--- config.mk ---
export PLATFORM = sky130hd
export DESIGN_NAME = uee_ctrl
export DESIGN_NICKNAME = d
export VERILOG_FILES = /design/src/rtl/core/uee_pkg.sv /design/src/rtl/core/uee_ctrl.sv
export SDC_FILE = /design/constraint.sdc
export NUM_CORES = 1
export LEC_CHECK = 0
export ABC_CLOCK_PERIOD_IN_PS = 1400
export BUFFER_PORTS_ARGS = -buffer_cell sky130_fd_sc_hd__buf_2
export CAP_MARGIN = 20
export CORE_AREA = 2 2 39 41
export CTS_CLUSTER_DIAMETER = 50
export DETAILED_ROUTE_END_ITERATION = 10
export DIE_AREA = 0 0 41 43
export RECOVER_POWER = 25
export SYNTH_ARGS = -nofsm -noshare
export SYNTH_HDL_FRONTEND = slang
export SYNTH_SLANG_ARGS = --single-unit
--- constraint.sdc ---
create_clock -name clock -period 1.4 [get_ports clock]
set_input_delay 0 -clock clock [delete_from_list [all_inputs] [get_ports clock]]
set_output_delay 0 -clock clock [all_outputs]
set_load 0.03 [all_outputs]
--- src/rtl/core/uee_pkg.sv ---
// ----------------------------------------------------------------------------
// uee_pkg
// Shared constants and controller/datapath interface types for the unique
// edge extractor.
// ----------------------------------------------------------------------------
package uee_pkg;

   // Sizing
   localparam int MAX_EDGES      = 1024;
   localparam int MAX_POLY_VERTS = 16;
   localparam int VERTEX_BITS    = 16;

   localparam int EDGE_IDX_BITS  = $clog2(MAX_EDGES);
   localparam int EDGE_CNT_BITS  = $clog2(MAX_EDGES + 1);
   localparam int POLY_IDX_BITS  = $clog2(MAX_POLY_VERTS);
   localparam int POLY_CNT_BITS  = $clog2(MAX_POLY_VERTS + 1);

   // Input command codes
   localparam logic CMD_VERTEX = 1'b0;
   localparam logic CMD_CLEAR  = 1'b1;

   // Result kind codes
   localparam logic KIND_EDGE    = 1'b0;
   localparam logic KIND_SUMMARY = 1'b1;

   // Controller to datapath commands
   typedef struct packed {
      logic take_clear;    // clear transaction accepted
      logic take_vertex;   // vertex transaction accepted
      logic load_prev;     // fetch closing vertex of the loop
      logic load_cur;      // fetch current vertex, restart search
      logic search;        // step the table scan
      logic insert;        // append edge (or flag overflow)
      logic advance;       // move to next edge of the loop
      logic summary;       // emit summary, drop polygon
   } uee_cmd_type;

   // Datapath to controller status
   typedef struct packed {
      logic hit;           // stored edge matches
      logic miss;          // scan finished without a match
      logic last_edge;     // current edge closes the loop
   } uee_status_type;

endpackage

--- src/rtl/core/uee_ctrl.sv ---
// ----------------------------------------------------------------------------
// uee_ctrl
// Sequencer: accepts transactions, walks the polygon loop edge by edge and
// steps the datapath through fetch, table scan, insert and summary.
// ----------------------------------------------------------------------------
module uee_ctrl (
   input  logic                   clock,
   input  logic                   reset,
   input  logic                   start,
   input  logic                   req_command,
   input  logic                   req_last_in_polygon,
   input  uee_pkg::uee_status_type status,
   output uee_pkg::uee_cmd_type    cmd,
   output logic                   busy
);

   typedef enum logic [5:0] {
      ST_IDLE    = 6'b000001,
      ST_PREP    = 6'b000010,
      ST_LOAD    = 6'b000100,
      ST_SEARCH  = 6'b001000,
      ST_INSERT  = 6'b010000,
      ST_SUMMARY = 6'b100000
   } state_type;

   state_type state_ff, state_in;

   // Next state and command decode
   always_comb begin
      state_in = state_ff;
      cmd      = '0;
      unique case (state_ff)
         ST_IDLE: begin
            if (start) begin
               if (req_command == uee_pkg::CMD_CLEAR) begin
                  cmd.take_clear = 1'b1;
               end else begin
                  cmd.take_vertex = 1'b1;
                  if (req_last_in_polygon) begin
                     state_in = ST_PREP;
                  end
               end
            end
         end
         ST_PREP: begin
            cmd.load_prev = 1'b1;
            state_in      = ST_LOAD;
         end
         ST_LOAD: begin
            cmd.load_cur = 1'b1;
            state_in     = ST_SEARCH;
         end
         ST_SEARCH: begin
            cmd.search = 1'b1;
            if (status.hit) begin
               cmd.advance = 1'b1;
               state_in    = status.last_edge ? ST_SUMMARY : ST_LOAD;
            end else if (status.miss) begin
               state_in = ST_INSERT;
            end
         end
         ST_INSERT: begin
            cmd.insert  = 1'b1;
            cmd.advance = 1'b1;
            state_in    = status.last_edge ? ST_SUMMARY : ST_LOAD;
         end
         ST_SUMMARY: begin
            cmd.summary = 1'b1;
            state_in    = ST_IDLE;
         end
         default: begin
            state_in = ST_IDLE;
         end
      endcase
   end

   assign busy = (state_ff != ST_IDLE);

   always_ff @(posedge clock) begin
      if (reset) begin
         state_ff <= ST_IDLE;
      end else begin
         state_ff <= state_in;
      end
   end

endmodule

Yosys cells after proc, flatten, opt, wreduce, memory -nomap -nowiden
Cells that the tools add are included.
{ "op_classes": {"eq_ne": 11, "muxes": 18, "reduce_logical": 1} }
{ "op_table": {"columns": ["cell", "count"], "rows": [
  ["two-way mux 6 bit", 6],
  ["one-hot mux 6 bit (5 select lines)", 1],
  ["two-way mux 1 bit", 8],
  ["== test 6 x 1 -> 1 bit (second input constant)", 1],
  ["== test 6 x 2 -> 1 bit (second input constant)", 1],
  ["== test 6 x 3 -> 1 bit (second input constant)", 1],
  ["== test 6 x 4 -> 1 bit (second input constant)", 1],
  ["== test 6 x 5 -> 1 bit (second input constant)", 1],
  ["== test 6 bit (second input constant)", 1],
  ["!= test 2 bit (second input constant)", 3],
  ["!= test 6 x 1 -> 1 bit (second input constant)", 1],
  ["two-way mux 2 bit", 2],
  ["AND reduction 4 bit", 1],
  ["!= test 3 bit (second input constant)", 1],
  ["one-hot mux 1 bit (2 select lines)", 1]
]} }
{ "word_totals": {"regBits": 6, "in_bits": 8, "output_inout_bits": 9, "word_cells": 31} }

Logic depth before layout (Yosys ltp)
{ "depth": {"depth_word": 4, "depth_mapped": 4, "depth_no_buf": 4} }

Worst setup path after synthesis
OpenSTA, ideal clock, no wires.
{ "synth_timing": {"kind": "reg2reg", "from": "register state_ff[4]", "to": "register state_ff[4]", "setup_ns": 0.063, "t_arrival_ns": 1.641, "required_time_ns": 1.337, "path_slack_ns": -0.304, "stages_incl_launch_ff": 4, "path_buffers": 0, "period_less_slack_ns": 1.704, "cell_sequence": "dfxtp_1 or4_1 nor2b_1 and4b_1"} }
{ "synth_between": {"elab_chain_len": 3, "elab_cells_between_ends": 11, "cone_classes": "eq/ne: 9; mux: 1; reduce/logical: 1"} }
{ "synth_rtl": {"columns": ["item", "line", "text"], "rows": [
  ["start: declaration", "uee_ctrl.sv:26", "state_type state_ff, state_in;"],
  ["start signal: assignment", "uee_ctrl.sv:83", "state_ff <= state_in;"],
  ["== test 6 x 4 -> 1 bit or == test 6 x 1 -> 1 bit (tied branches)", "uee_ctrl.sv:32", "unique case (state_ff)"],
  ["!= test 3 bit (no line) or != test 2 bit (tied branches)", null, null],
  ["AND reduction 4 bit (no line)", null, null]
]} }
Several ways; a longest one is shown, not always the timed one.
A chain may end at the register's enable or synchronous reset.

==> metrics.md <==
| Metric | Value |
|---|---|
| Initial antenna violation count | `0` |
| Setup Viol. Count Final | `12` |
| Register bit count reported by yosys | `6` |
| Largest net degree at the start of global routing | `8` |
| WL/cell | `13.3 um` |
| Post-Place Cells | `82` |
| WP data required | `1400 ps` |
| Critical path capture point type | `primary output` |
| Most used DFF post-synth | `dfxtp_1` |
| TritonCTS clock tree | `built` |
| Max-cap violations | `0` |
| Top-level I/O count | `17` |
| Fin Clk Skew | `7.44 ps` |
| Worst skew pair latency | `260 ps` |
| Cell variety after synth | `21` |
| TritonCTS Sinks | `6` |
| Tcrit/Tclk final | `123%` |
| CTS max path bufs | `2` |
| H-tree Lvls | `1` |
| Effective utilization at floorplan | `26.4%` |
| Unrepaired setup endpoints after global routing | `yes` |
| Pint | `0.341 mW` |
| Most frequent cells in the layout | `buf_6, buf_4, buf_2` |
| Cell row count | `14` |
| Die Y-Extent | `43 um` |
| Post-synthesis cell area | `365 um^2` |
| Chip width | `41 um` |
| Port-buffer cells | `16` |
| Failing checks | `negative hold slack, negative setup slack` |
| Run status | `complete, but fails checks` |
| Max VDD drop | `343 uV` |
| Final wirelength | `1240 um` |
| CTS root buf | `clkbuf_4` |
| Starting DRT DRC Count | `11` |
| Peak Freq | `579 MHz` |
| ANT cells | `0` |
| Via Count | `470` |
| Area delta synth->final | `100%` |
| Final setup margin | `-327 ps` |
| Worst path max stage delay | `530 ps` |
| Cells after Synth | `43` |
| Die Footprint | `1760 um^2` |
| Routability Congestion | `0.693` |
| Remaining DRCs | `0` |
| Share of the synthesized area in the top cell type | `32.9%` |
| Top flop regs | `state_ff (6)` |
| First-pass GRT wire length | `1860 um` |
| Worst-path clk slew | `50 ps` |
| Mean Syn Cell Area | `8.50 um^2` |
| CP Cell Sequence | `or4b_4, nor3_4, inv_4, nor3b_4, buf_6` |
| Asr flop ratio synth | `0%` |
| Dpl hpwl | `813 um` |
| Crit path max-delay family | `simple AND/OR/NAND/NOR gates` |
| Sequential area share after synthesis | `32.9%` |
| Worst Path Max Fanout | `3` |
| WP data arrival | `1730 ps` |
| Final nets | `87` |
| Slowest cell on crit path | `or4b_4` |
| Layout cells sized above 1 | `62.3%` |
| GR Overflow Total | `0` |
| Number of flops mapped to enable cells by yosys | `0` |
| DRT Pass-1 Iters | `4` |
| Worst setup SP type | `flip-flop` |
| Tmin final | `1730 ps` |
| Vias in the first global route | `475` |
| Setup TNS | `-2080 ps` |
| GRT Total Usage | `15.5%` |
| Detail Route Antenna Nets | `0` |
| Psw | `0.138 mW` |
| Largest register FFs | `6` |
| Sequential share of power | `36.8%` |
| CP bufs+invs | `2` |
| Reg with most FFs | `state_ff` |
| Hold WS | `-0.630 ps` |
| PwrDens | `656 nW/um^2` |
| Synth area leaders | `dfxtp_1, nor2b_1, nor2_1, and4b_1, and3_1` |
| Comb pwr share | `27.5%` |
| CP Class | `flip-flop to primary output` |
| Worst min-delay path class | `primary input to flip-flop` |
| Final hold violation count | `1` |
| Clock power frac | `35.7%` |
| Yosys warning count | `0` |
| CTS Buf Count | `3` |
| Layout fillers | `133` |
| Core Region | `1380 um^2` |
| Most common cell after layout, fill and taps aside | `buf_6` |
| Post-route insts no fill | `93` |
| Top cell type by total area after synthesis | `dfxtp_1` |
| Via density | `5.05` |
| Slew Limit Fails | `0` |
| Headroom to the max-slew limit | `78.3%` |
| Sw frac | `28.8%` |
| Post-Syn Nets | `51` |
| Slew @ Worst Pin | `322 ps` |
| P_leak | `0.333 nW` |
## what timing repair did
action                                 in CTS  in global routing
endpoints found under the hold margin       1                  0
pin swaps                                   6                  3
hold buffers                                1                  0
cloned                                      0                  0
gates resized for setup                    22                  6
buffers inserted                            7                  1
setup endpoints to repair                  10                 13
## through the flow
stage	instance area [um^2]	util [%]	worst slack [ps]	power, mW
finish	731	52.8	-327	0.479
global route	731	52.8	-384	0.497
CTS	714	51.6	-289	0.466
detailed placement	553	40.0	-78.0	0.267
global placement	553	40.0	-57.2	0.266
floorplan	400	-	-105	0.235
## synthesized netlist by cell type, drive strengths merged (2+ instances only)
cell type / count
a21oi: 2
dfxtp: 6
and4b: 2
nand3b: 2
or4: 2
nor3: 4
nor2b: 5
inv: 2
nor2: 6
and3: 3
## layout make-up
class	instances	area, um^2	share of cell area [%]
flip-flops and latches	6	123	16.8
multi-input cells	35	302	41.3
well taps	16	20.0	2.74
repair buffers	31	254	34.8
clock buffers	3	22.5	3.08
inverters	2	10.0	1.37
## routing by layer
metal	wire length, um	global-route usage [%]	part of all wire (%)	up-vias
met3	71	3.14	5.7	3
met1	532	18.4	43	224
met5	0	0	0	-
met2	617	24.7	50	15
li1	-	-	-	228
met4	16	8.00	1.3	0
## kinds of logic after synthesis
logic type,count (synthesis),synth area share (%)
and+or+nand+nor,28,51.0
AOI/OAI and AO/OA,7,14.0
DFF,6,32.9
buffers and inverters,2,2.05
## path summary, 6_finish.rpt
check	from	end	slack (ps)	cells after the start
hold / removal	status[0]	state_ff[5]	-0.6	2
setup / recovery	state_ff[2]	cmd[6]	-330	5
hold reg to reg	state_ff[5]	state_ff[4]	650	2
setup reg to reg	state_ff[2]	state_ff[0]	-280	5
## power by group through the flow
stage	Clock, mW	Sequential, mW	Combinational [mW]
after floorplan	0	0.180	0.0548
after global placement	0	0.179	0.0868
after detailed placement	0	0.179	0.0873
after CTS	0.169	0.176	0.121
after global routing	0.180	0.176	0.140
final	0.171	0.176	0.132
## worst reg2reg max path: stages, from the launching register on
cell,delay [ps]
dfxtp_2,320
or4b_4,530
buf_4,150
buf_6,100
a2bb2oi_2,120
a221o_1,330
No activity file was read; power rests on OpenSTA's default activity.
